<file path="src/sv/acae_pkg.sv">
// Shared types and codes for the actuator command/ack endpoint.
// Used by the config register file, the endpoint core and the top level.
`timescale 1ns / 1ps
`default_nettype none

package acae_pkg;

    localparam int CfgIdxW = 2;
    localparam int CfgDataW = 16;

    localparam logic [CfgIdxW-1:0] CFG_ROLE         = 2'd0;
    localparam logic [CfgIdxW-1:0] CFG_NODE_SUBJECT = 2'd1;
    localparam logic [CfgIdxW-1:0] CFG_DEFAULT_OPEN = 2'd2;
    localparam logic [CfgIdxW-1:0] CFG_RETRY_MS     = 2'd3;

    localparam logic [15:0] RETRY_MS_RESET = 16'd100;

    localparam logic ROLE_LOCAL  = 1'b0;
    localparam logic ROLE_REMOTE = 1'b1;

    localparam logic [2:0] OP_RESTART     = 3'd0;
    localparam logic [2:0] OP_SET         = 3'd1;
    localparam logic [2:0] OP_SET_DEFAULT = 3'd2;
    localparam logic [2:0] OP_RECEIVE     = 3'd3;
    localparam logic [2:0] OP_SERVICE_TX  = 3'd4;
    localparam logic [2:0] OP_REPORT      = 3'd5;

    localparam logic [1:0] CLS_CMD   = 2'd0;
    localparam logic [1:0] CLS_ACK   = 2'd1;
    localparam logic [1:0] CLS_STATE = 2'd2;

    typedef struct packed {
        logic        role;
        logic [7:0]  node_subject;
        logic        default_open;
        logic [15:0] retry_ms;
    } t_cfg;

    typedef struct packed {
        logic [2:0]  operation;
        logic        open_request;
        logic [1:0]  msg_class;
        logic [7:0]  msg_subject;
        logic [7:0]  msg_b0;
        logic [7:0]  msg_b1;
        logic [31:0] now_ms;
        logic        link_accepts;
    } t_item;

    typedef struct packed {
        logic       handled;
        logic       tx_valid;
        logic [1:0] tx_class;
        logic [7:0] tx_subject;
        logic [7:0] tx_b0;
        logic [7:0] tx_b1;
        logic       drive_level;
        logic       state_open;
        logic       energized;
        logic       confirmed;
    } t_result;

endpackage

`default_nettype wire

</file>
<file path="src/sv/acae_cfg_regs.sv">
// Configuration register file of the actuator endpoint.
// Depends on acae_pkg for the register indexes and the t_cfg type.
`timescale 1ns / 1ps
`default_nettype none

module acae_cfg_regs
    import acae_pkg::*;
(
    input  wire logic                i_clk,
    input  wire logic                i_rst_n,
    input  wire logic                i_cfg_we,
    input  wire logic [CfgIdxW-1:0]  i_cfg_index,
    input  wire logic [CfgDataW-1:0] i_cfg_data,
    output t_cfg                     o_cfg
);

    t_cfg r_cfg;

    always_ff @(posedge i_clk) begin
        if (!i_rst_n) begin
            r_cfg.role         <= ROLE_LOCAL;
            r_cfg.node_subject <= 8'd0;
            r_cfg.default_open <= 1'b0;
            r_cfg.retry_ms     <= RETRY_MS_RESET;
        end else if (i_cfg_we) begin
            unique case (i_cfg_index)
                CFG_ROLE:         r_cfg.role         <= i_cfg_data[0];
                CFG_NODE_SUBJECT: r_cfg.node_subject <= i_cfg_data[7:0];
                CFG_DEFAULT_OPEN: r_cfg.default_open <= i_cfg_data[0];
                CFG_RETRY_MS:     r_cfg.retry_ms     <= i_cfg_data[15:0];
                default: ;
            endcase
        end
    end

    assign o_cfg = r_cfg;

endmodule

`default_nettype wire

</file>
<file path="src/sv/acae_core.sv">
// Endpoint state and the single-pass update for one item.
// Depends on acae_pkg for codes, t_cfg, t_item and t_result.
`timescale 1ns / 1ps
`default_nettype none

module acae_core
    import acae_pkg::*;
(
    input  wire logic  i_clk,
    input  wire logic  i_rst_n,
    input  wire t_cfg  i_cfg,
    input  wire logic  i_advance,
    input  wire t_item i_item,
    output t_result    o_result
);

    logic [7:0]  r_command_seq,   n_command_seq;
    logic        r_desired_open,  n_desired_open;
    logic        r_command_dirty, n_command_dirty;
    logic        r_awaiting_ack,  n_awaiting_ack;
    logic [31:0] r_last_sent,     n_last_sent;
    logic [7:0]  r_ack_seq,       n_ack_seq;
    logic        r_ack_pending,   n_ack_pending;
    logic        r_reported_open, n_reported_open;
    logic        r_energized,     n_energized;
    logic        r_confirmed,     n_confirmed;

    logic        set_en;
    logic        set_open;
    logic [31:0] elapsed;
    logic        resend;
    t_result     res;

    assign elapsed = i_item.now_ms - r_last_sent;
    assign resend  = r_awaiting_ack && (elapsed >= {16'd0, i_cfg.retry_ms});

    always_comb begin
        n_command_seq   = r_command_seq;
        n_desired_open  = r_desired_open;
        n_command_dirty = r_command_dirty;
        n_awaiting_ack  = r_awaiting_ack;
        n_last_sent     = r_last_sent;
        n_ack_seq       = r_ack_seq;
        n_ack_pending   = r_ack_pending;
        n_reported_open = r_reported_open;
        n_energized     = r_energized;
        n_confirmed     = r_confirmed;
        set_en          = 1'b0;
        set_open        = 1'b0;
        res             = '0;

        unique case (i_item.operation)
            OP_RESTART: begin
                n_command_seq   = 8'd0;
                n_desired_open  = i_cfg.default_open;
                n_command_dirty = 1'b0;
                n_awaiting_ack  = 1'b0;
                n_last_sent     = 32'd0;
                n_ack_seq       = 8'd0;
                n_ack_pending   = 1'b0;
                n_reported_open = i_cfg.default_open;
                n_energized     = 1'b0;
                n_confirmed     = (i_cfg.role == ROLE_LOCAL);
            end
            OP_SET: begin
                set_en   = 1'b1;
                set_open = i_item.open_request;
            end
            OP_SET_DEFAULT: begin
                set_en   = 1'b1;
                set_open = i_cfg.default_open;
            end
            OP_RECEIVE: begin
                if (i_item.msg_subject == i_cfg.node_subject) begin
                    if (i_cfg.role == ROLE_LOCAL) begin
                        if (i_item.msg_class == CLS_CMD) begin
                            set_en        = 1'b1;
                            set_open      = (i_item.msg_b1 == 8'd1);
                            n_ack_seq     = i_item.msg_b0;
                            n_ack_pending = 1'b1;
                            res.handled   = 1'b1;
                        end
                    end else if (i_item.msg_class == CLS_ACK) begin
                        if (i_item.msg_b0 == r_command_seq) begin
                            n_awaiting_ack = 1'b0;
                        end
                        res.handled = 1'b1;
                    end else if (i_item.msg_class == CLS_STATE) begin
                        n_reported_open = (i_item.msg_b0 == 8'd1);
                        n_energized     = (i_item.msg_b1 == 8'd1);
                        n_confirmed     = 1'b1;
                        res.handled     = 1'b1;
                    end
                end
            end
            OP_SERVICE_TX: begin
                if (i_cfg.role == ROLE_LOCAL) begin
                    if (r_ack_pending) begin
                        res.tx_valid   = 1'b1;
                        res.tx_class   = CLS_ACK;
                        res.tx_subject = i_cfg.node_subject;
                        res.tx_b0      = r_ack_seq;
                        if (i_item.link_accepts) begin
                            n_ack_pending = 1'b0;
                        end
                    end
                end else if (r_command_dirty || resend) begin
                    res.tx_valid   = 1'b1;
                    res.tx_class   = CLS_CMD;
                    res.tx_subject = i_cfg.node_subject;
                    res.tx_b0      = r_command_seq;
                    res.tx_b1      = {7'd0, r_desired_open};
                    if (i_item.link_accepts) begin
                        n_command_dirty = 1'b0;
                        n_last_sent     = i_item.now_ms;
                    end
                end
            end
            OP_REPORT: begin
                res.tx_valid   = 1'b1;
                res.tx_class   = CLS_STATE;
                res.tx_subject = i_cfg.node_subject;
                res.tx_b0      = {7'd0, r_reported_open};
                res.tx_b1      = {7'd0, r_energized};
            end
            default: ;
        endcase

        if (set_en) begin
            if (i_cfg.role == ROLE_LOCAL) begin
                n_energized     = (set_open != i_cfg.default_open);
                n_reported_open = set_open;
            end else if (r_command_dirty || (r_desired_open != set_open) || !r_awaiting_ack) begin
                n_desired_open  = set_open;
                n_command_seq   = r_command_seq + 8'd1;
                n_command_dirty = 1'b1;
                n_awaiting_ack  = 1'b1;
            end
        end

        res.drive_level = (i_cfg.role == ROLE_LOCAL) ? n_energized : 1'b0;
        res.state_open  = n_reported_open;
        res.energized   = n_energized;
        res.confirmed   = n_confirmed;
    end

    always_ff @(posedge i_clk) begin
        if (!i_rst_n) begin
            r_command_seq   <= 8'd0;
            r_desired_open  <= 1'b0;
            r_command_dirty <= 1'b0;
            r_awaiting_ack  <= 1'b0;
            r_last_sent     <= 32'd0;
            r_ack_seq       <= 8'd0;
            r_ack_pending   <= 1'b0;
            r_reported_open <= 1'b0;
            r_energized     <= 1'b0;
            r_confirmed     <= 1'b1;
        end else if (i_advance) begin
            r_command_seq   <= n_command_seq;
            r_desired_open  <= n_desired_open;
            r_command_dirty <= n_command_dirty;
            r_awaiting_ack  <= n_awaiting_ack;
            r_last_sent     <= n_last_sent;
            r_ack_seq       <= n_ack_seq;
            r_ack_pending   <= n_ack_pending;
            r_reported_open <= n_reported_open;
            r_energized     <= n_energized;
            r_confirmed     <= n_confirmed;
        end
    end

    assign o_result = res;

endmodule

`default_nettype wire

</file>
<file path="src/sv/actuator_command_ack_endpoint_unit.sv">
// Actuator command/ack endpoint: input register, endpoint core, result register.
// The input register feeds the core; the result register holds its result and offers it.
// Throughput: one item per cycle; a stall holds the result and, when full, the input register.
// Reset (synchronous, active low) empties both registers and loads the rest state.
// Depends on acae_pkg, acae_cfg_regs and acae_core.
`timescale 1ns / 1ps
`default_nettype none

module actuator_command_ack_endpoint_unit
    import acae_pkg::*;
(
    input  wire logic                i_clk,
    input  wire logic                i_rst_n,
    input  wire logic                i_cfg_we,
    input  wire logic [CfgIdxW-1:0]  i_cfg_index,
    input  wire logic [CfgDataW-1:0] i_cfg_data,
    input  wire logic                i_in_valid,
    output      logic                o_in_stall,
    input  wire logic [2:0]          i_operation,
    input  wire logic                i_open_request,
    input  wire logic [1:0]          i_msg_class,
    input  wire logic [7:0]          i_msg_subject,
    input  wire logic [7:0]          i_msg_b0,
    input  wire logic [7:0]          i_msg_b1,
    input  wire logic [31:0]         i_now_ms,
    input  wire logic                i_link_accepts,
    output      logic                o_out_valid,
    input  wire logic                i_out_stall,
    output      logic                o_handled,
    output      logic                o_tx_valid,
    output      logic [1:0]          o_tx_class,
    output      logic [7:0]          o_tx_subject,
    output      logic [7:0]          o_tx_b0,
    output      logic [7:0]          o_tx_b1,
    output      logic                o_drive_level,
    output      logic                o_state_open,
    output      logic                o_energized,
    output      logic                o_confirmed
);

    t_cfg    cfg;
    t_item   r_item;
    logic    r_in_valid;
    t_result r_res;
    logic    r_out_valid;
    t_result core_res;
    logic    advance;
    logic    in_xfer;

    assign advance    = r_in_valid && (!r_out_valid || !i_out_stall);
    assign o_in_stall = r_in_valid && !advance;
    assign in_xfer    = i_in_valid && !o_in_stall;

    acae_cfg_regs u_cfg (
        .i_clk       (i_clk),
        .i_rst_n     (i_rst_n),
        .i_cfg_we    (i_cfg_we),
        .i_cfg_index (i_cfg_index),
        .i_cfg_data  (i_cfg_data),
        .o_cfg       (cfg)
    );

    acae_core u_core (
        .i_clk     (i_clk),
        .i_rst_n   (i_rst_n),
        .i_cfg     (cfg),
        .i_advance (advance),
        .i_item    (r_item),
        .o_result  (core_res)
    );

    always_ff @(posedge i_clk) begin
        if (!i_rst_n) begin
            r_in_valid <= 1'b0;
        end else if (in_xfer) begin
            r_in_valid <= 1'b1;
        end else if (advance) begin
            r_in_valid <= 1'b0;
        end
    end

    always_ff @(posedge i_clk) begin
        if (in_xfer) begin
            r_item.operation    <= i_operation;
            r_item.open_request <= i_open_request;
            r_item.msg_class    <= i_msg_class;
            r_item.msg_subject  <= i_msg_subject;
            r_item.msg_b0       <= i_msg_b0;
            r_item.msg_b1       <= i_msg_b1;
            r_item.now_ms       <= i_now_ms;
            r_item.link_accepts <= i_link_accepts;
        end
    end

    always_ff @(posedge i_clk) begin
        if (!i_rst_n) begin
            r_out_valid <= 1'b0;
        end else if (advance) begin
            r_out_valid <= 1'b1;
        end else if (!i_out_stall) begin
            r_out_valid <= 1'b0;
        end
    end

    always_ff @(posedge i_clk) begin
        if (advance) begin
            r_res <= core_res;
        end
    end

    assign o_out_valid   = r_out_valid;
    assign o_handled     = r_res.handled;
    assign o_tx_valid    = r_res.tx_valid;
    assign o_tx_class    = r_res.tx_class;
    assign o_tx_subject  = r_res.tx_subject;
    assign o_tx_b0       = r_res.tx_b0;
    assign o_tx_b1       = r_res.tx_b1;
    assign o_drive_level = r_res.drive_level;
    assign o_state_open  = r_res.state_open;
    assign o_energized   = r_res.energized;
    assign o_confirmed   = r_res.confirmed;

endmodule

`default_nettype wire

</file>
<file path="config.mk">
export PLATFORM = sky130hd
export DESIGN_NAME = actuator_command_ack_endpoint_unit
export DESIGN_NICKNAME = d
export VERILOG_FILES = /design/src/sv/acae_pkg.sv /design/src/sv/acae_cfg_regs.sv /design/src/sv/acae_core.sv /design/src/sv/actuator_command_ack_endpoint_unit.sv
export SDC_FILE = /design/constraint.sdc
export NUM_CORES = 1
export LEC_CHECK = 0
export ABC_AREA = 1
export BUFFER_PORTS_ARGS = -buffer_cell sky130_fd_sc_hd__buf_2
export CAP_MARGIN = 15
export CORE_ASPECT_RATIO = 0.7
export CORE_UTILIZATION = 35
export DETAILED_ROUTE_END_ITERATION = 12
export PLACE_DENSITY = 0.56
export SETUP_SLACK_MARGIN = 0.15
export SYNTH_ARGS = -nofsm -noshare
export SYNTH_HDL_FRONTEND = slang
export SYNTH_SLANG_ARGS = --single-unit
</file>
<file path="constraint.sdc">
create_clock -name i_clk -period 4.9 [get_ports i_clk]
set_clock_uncertainty 0.1 [all_clocks]
set_input_delay 0.735 -clock i_clk [delete_from_list [all_inputs] [get_ports i_clk]]
set_output_delay 0.735 -clock i_clk [all_outputs]
set_load 0.02 [all_outputs]
</file>
==> reports/qor.yml <==
floorplan:
  coreArea_um2: 28010
  ioPinCount: 120
  initial_core_util_pct: 35.88
  die_h_um: 143.8
  num_rows: 51
  fp.dieArea_um2: 29410
  die_w_um: 204.5
synth:
  synth.avg_cell_area_um2: 7.434
  yosys_warnings: 0
  syn_inst: 1352
  ys_async_sr_fraction_pct: 0
  ys_ff_latch: 171
  synth_area_um2: 10050
  yosys_most_used_dff: "edfxtp_1"
  ys_types: 47
  yosysSeqAreaShare_pct: 42.82
  synth-edff-count: 88
grt:
  grt_pass1_vias: 8098
  grt_use_met1_pct: 31.08
  grt_max_degree: 64
  grt-ovfl-total: 0
  antenna_found_initial: 1
  met3_usage_pct: 3.515
  busiest_layer: "met1"
  grt_usage_pct: 19.22
  use_met2_pct: 25.21
  grt_pass1_wl_um: 43530
cells_and_area:
  nFillCells: 2901
  syn_to_final_growth_pct: 14.99
  design_area_um2: 11560
  final_layout_size_suffix_gt1_share_pct: 12.43
  fin_nets: 1597
  instances_no_fill: 1844
  layout_commonest_cell: "nand2_1"
  final_cell_mix: "nand2_1, inv_1, nor2_1"
placed_design:
  portBuffers: 112
  dp_hpwl_um: 20880
  gp_congestion: 0.9070
  placed_area_um2: 10960
  dp.cells: 1810
power_and_ir_drop:
  pwr-share-clk_pct: 38.6
  p_leak_nw: 5.382
  totalPowerFinal_mw: 3.574
  pwr-share-seq_pct: 45.3
  power_frac_comb_pct: 16.2
  power.density_nw_per_um2: 309.3
  p_switching_mw: 1.036
  p_sw_share_pct: 29.00
  p_int_mw: 2.538
  peakVddDrop_mv: 0.1927
sta:
  hold_viol_final: 0
  worst_pin_slew_ns: 1.016
  timing.slew.headroom_pct: 32.17
  min_period_ns: 4.501
  rsz0062_at_grt: "false"
  clock.fmax_mhz: 222.2
  setup_violations: 0
  tns_ns: 0
  slew_violations: 0
  layout_worst_path_cycle_share_pct: 91.85
cts:
  clkTransAtPathRegs_ns: 0.07
  cts-buffers-inserted: 17
  worstSkewPairLatency_ns: 0.43
  root_buffer: "clkbuf_16"
  post_cts_buffers: 0
  htreeDepth: 4
  cts_sinks: 171
  clockBufferDepth: 2
  cts_tree: "yes"
routing:
  drtIter0Drc: 622
  ant_nets: 0
  wl_um: 27540
  routedWlPerCell_um: 14.93
  firstDrtPassIters: 5
  viasPerCell: 4.756
  vias: 8770
  remaining_drc_errors: 0
run_status:
  outcome: "finished clean"
setup_path:
  r2r_slack_ns: 0.40
  crit_type: "flop to flop"
  critPathLaunchType: "flop"
  worst_ep_required_time_ns: 4.95
  cp.arrival_ns: 4.55
  endpoint_kind: "flop"
  worstPathMaxFanout: 16
worst_hold_path:
  hp-class: "flop to flop"
run:
  maxCapViolCount: 0
==> kinds of logic after synthesis <==
| family | count (synthesis) | synth area share [%] |
|---|---|---|
| xor gates and xnor gates | 32 | 2.789 |
| DFF | 171 | 42.82 |
| AOI/OAI and AO/OA | 180 | 10.08 |
| buffers and inverters | 284 | 11.32 |
| other | 1 | 0.03731 |
| and+or+nand+nor | 632 | 26.40 |
| adders and majority gates | 52 | 6.548 |
==> state kept, by name, summed over array words and instances (netlist names), 2 cells and up <==
| signal | count |
|---|---|
| u_core.r_last_sent | 32 |
| u_core.r_command_seq | 8 |
| o_tx_subject | 8 |
| o_tx_b0 | 8 |
| u_core.r_ack_seq | 8 |
| o_tx_class | 2 |
| r_item | 63 |
| u_cfg.o_cfg | 26 |
==> routing by layer <==
layer  vias up  wire length (um)
li1       4513                 -
met1      4012             15450
met2       228             10270
met3        17              1544
met4         0               281
met5         -                 0
==> critical path, stage by stage (launching register included) <==
cell and delay (ns):
edfxtp_1 0.35, inv_1 0.10, ha_1 0.26, fa_1 0.42, inv_1 0.15, nand2_1 0.07
nand3_1 0.13, nand2_1 0.08, nand2_1 0.15, xor2_1 0.32, ha_1 0.31, nand2_1 0.06
nor2_1 0.04, a211oi_1 0.36, nand3_1 0.14, nor2_1 0.12, nand3_1 0.08, nor2_1 0.11
nand2_1 0.09, nand2_2 0.16, nand2_1 0.13, nand2_2 0.30, a21boi_0 0.15
==> synth_stat cells (all sizes together) (10+ instances only) <==
library cell	number	area share [%]
a211oi	10	0.75
nand3	83	4.3
edfxtp	88	26
xor2	28	2.4
buf	17	1.3
o21ai	45	2.3
clkbuf	21	0.78
nor3	17	0.95
ha	51	6.3
inv	244	9.1
nor2	136	5.3
a21oi	97	4.8
nand2	369	14
nand4	10	0.68
dfxtp	83	17
==> power by group through the flow <==
stage	registers (mW)	logic (mW)	clock network [mW]
3_3_place_gp	1.65	0.565	0
3_5_place_dp	1.65	0.570	0
4_1_cts	1.62	0.573	1.41
2_1_floorplan	1.65	0.390	0
5_1_grt	1.62	0.657	1.47
6_report	1.62	0.578	1.38
==> cell type report <==
cell class / count / area [um2] / area share (%)
sequential: 171 / 4304 / 37.24
antenna: 1 / 2.502 / 0.02165
inverter: 246 / 923.4 / 7.990
tap: 371 / 464.2 / 4.016
clock inverter: 15 / 160.2 / 1.386
timing repair buffer: 119 / 625.6 / 5.413
clock buffer: 17 / 425.4 / 3.681
multi-input combinational: 904 / 4652 / 40.25
==> path summary, 6_finish.rpt <==
| kind | endpoint | cells after the start | from |
|---|---|---|---|
| setup / recovery | o_tx_subject[5] | 22 | r_item[1] |
| setup reg to reg | o_tx_subject[5] | 22 | r_item[1] |
| hold / removal | u_cfg.o_cfg[8] | 2 | u_cfg.o_cfg[8] |
| hold reg to reg | u_cfg.o_cfg[8] | 2 | u_cfg.o_cfg[8] |
==> stage by stage <==
step	hold WS, ns	utilization, %	setup slack (ns)
2_1_floorplan	0.3316	-	1.621
3_3_place_gp	0.3517	39.11	0.4508
3_5_place_dp	0.3616	39.11	0.3962
4_1_cts	0.3493	41.20	0.3697
5_1_grt	0.3510	41.26	0.1991
6_report	0.3710	41.26	0.3991
==> what timing repair did <==
| action | CTS | global route |
|---|---|---|
| hold buffers | 0 | 0 |
| endpoints found under the setup margin | 0 | 18 |
| resized for setup | 0 | 1 |
(Power assumes the default switching activity.)
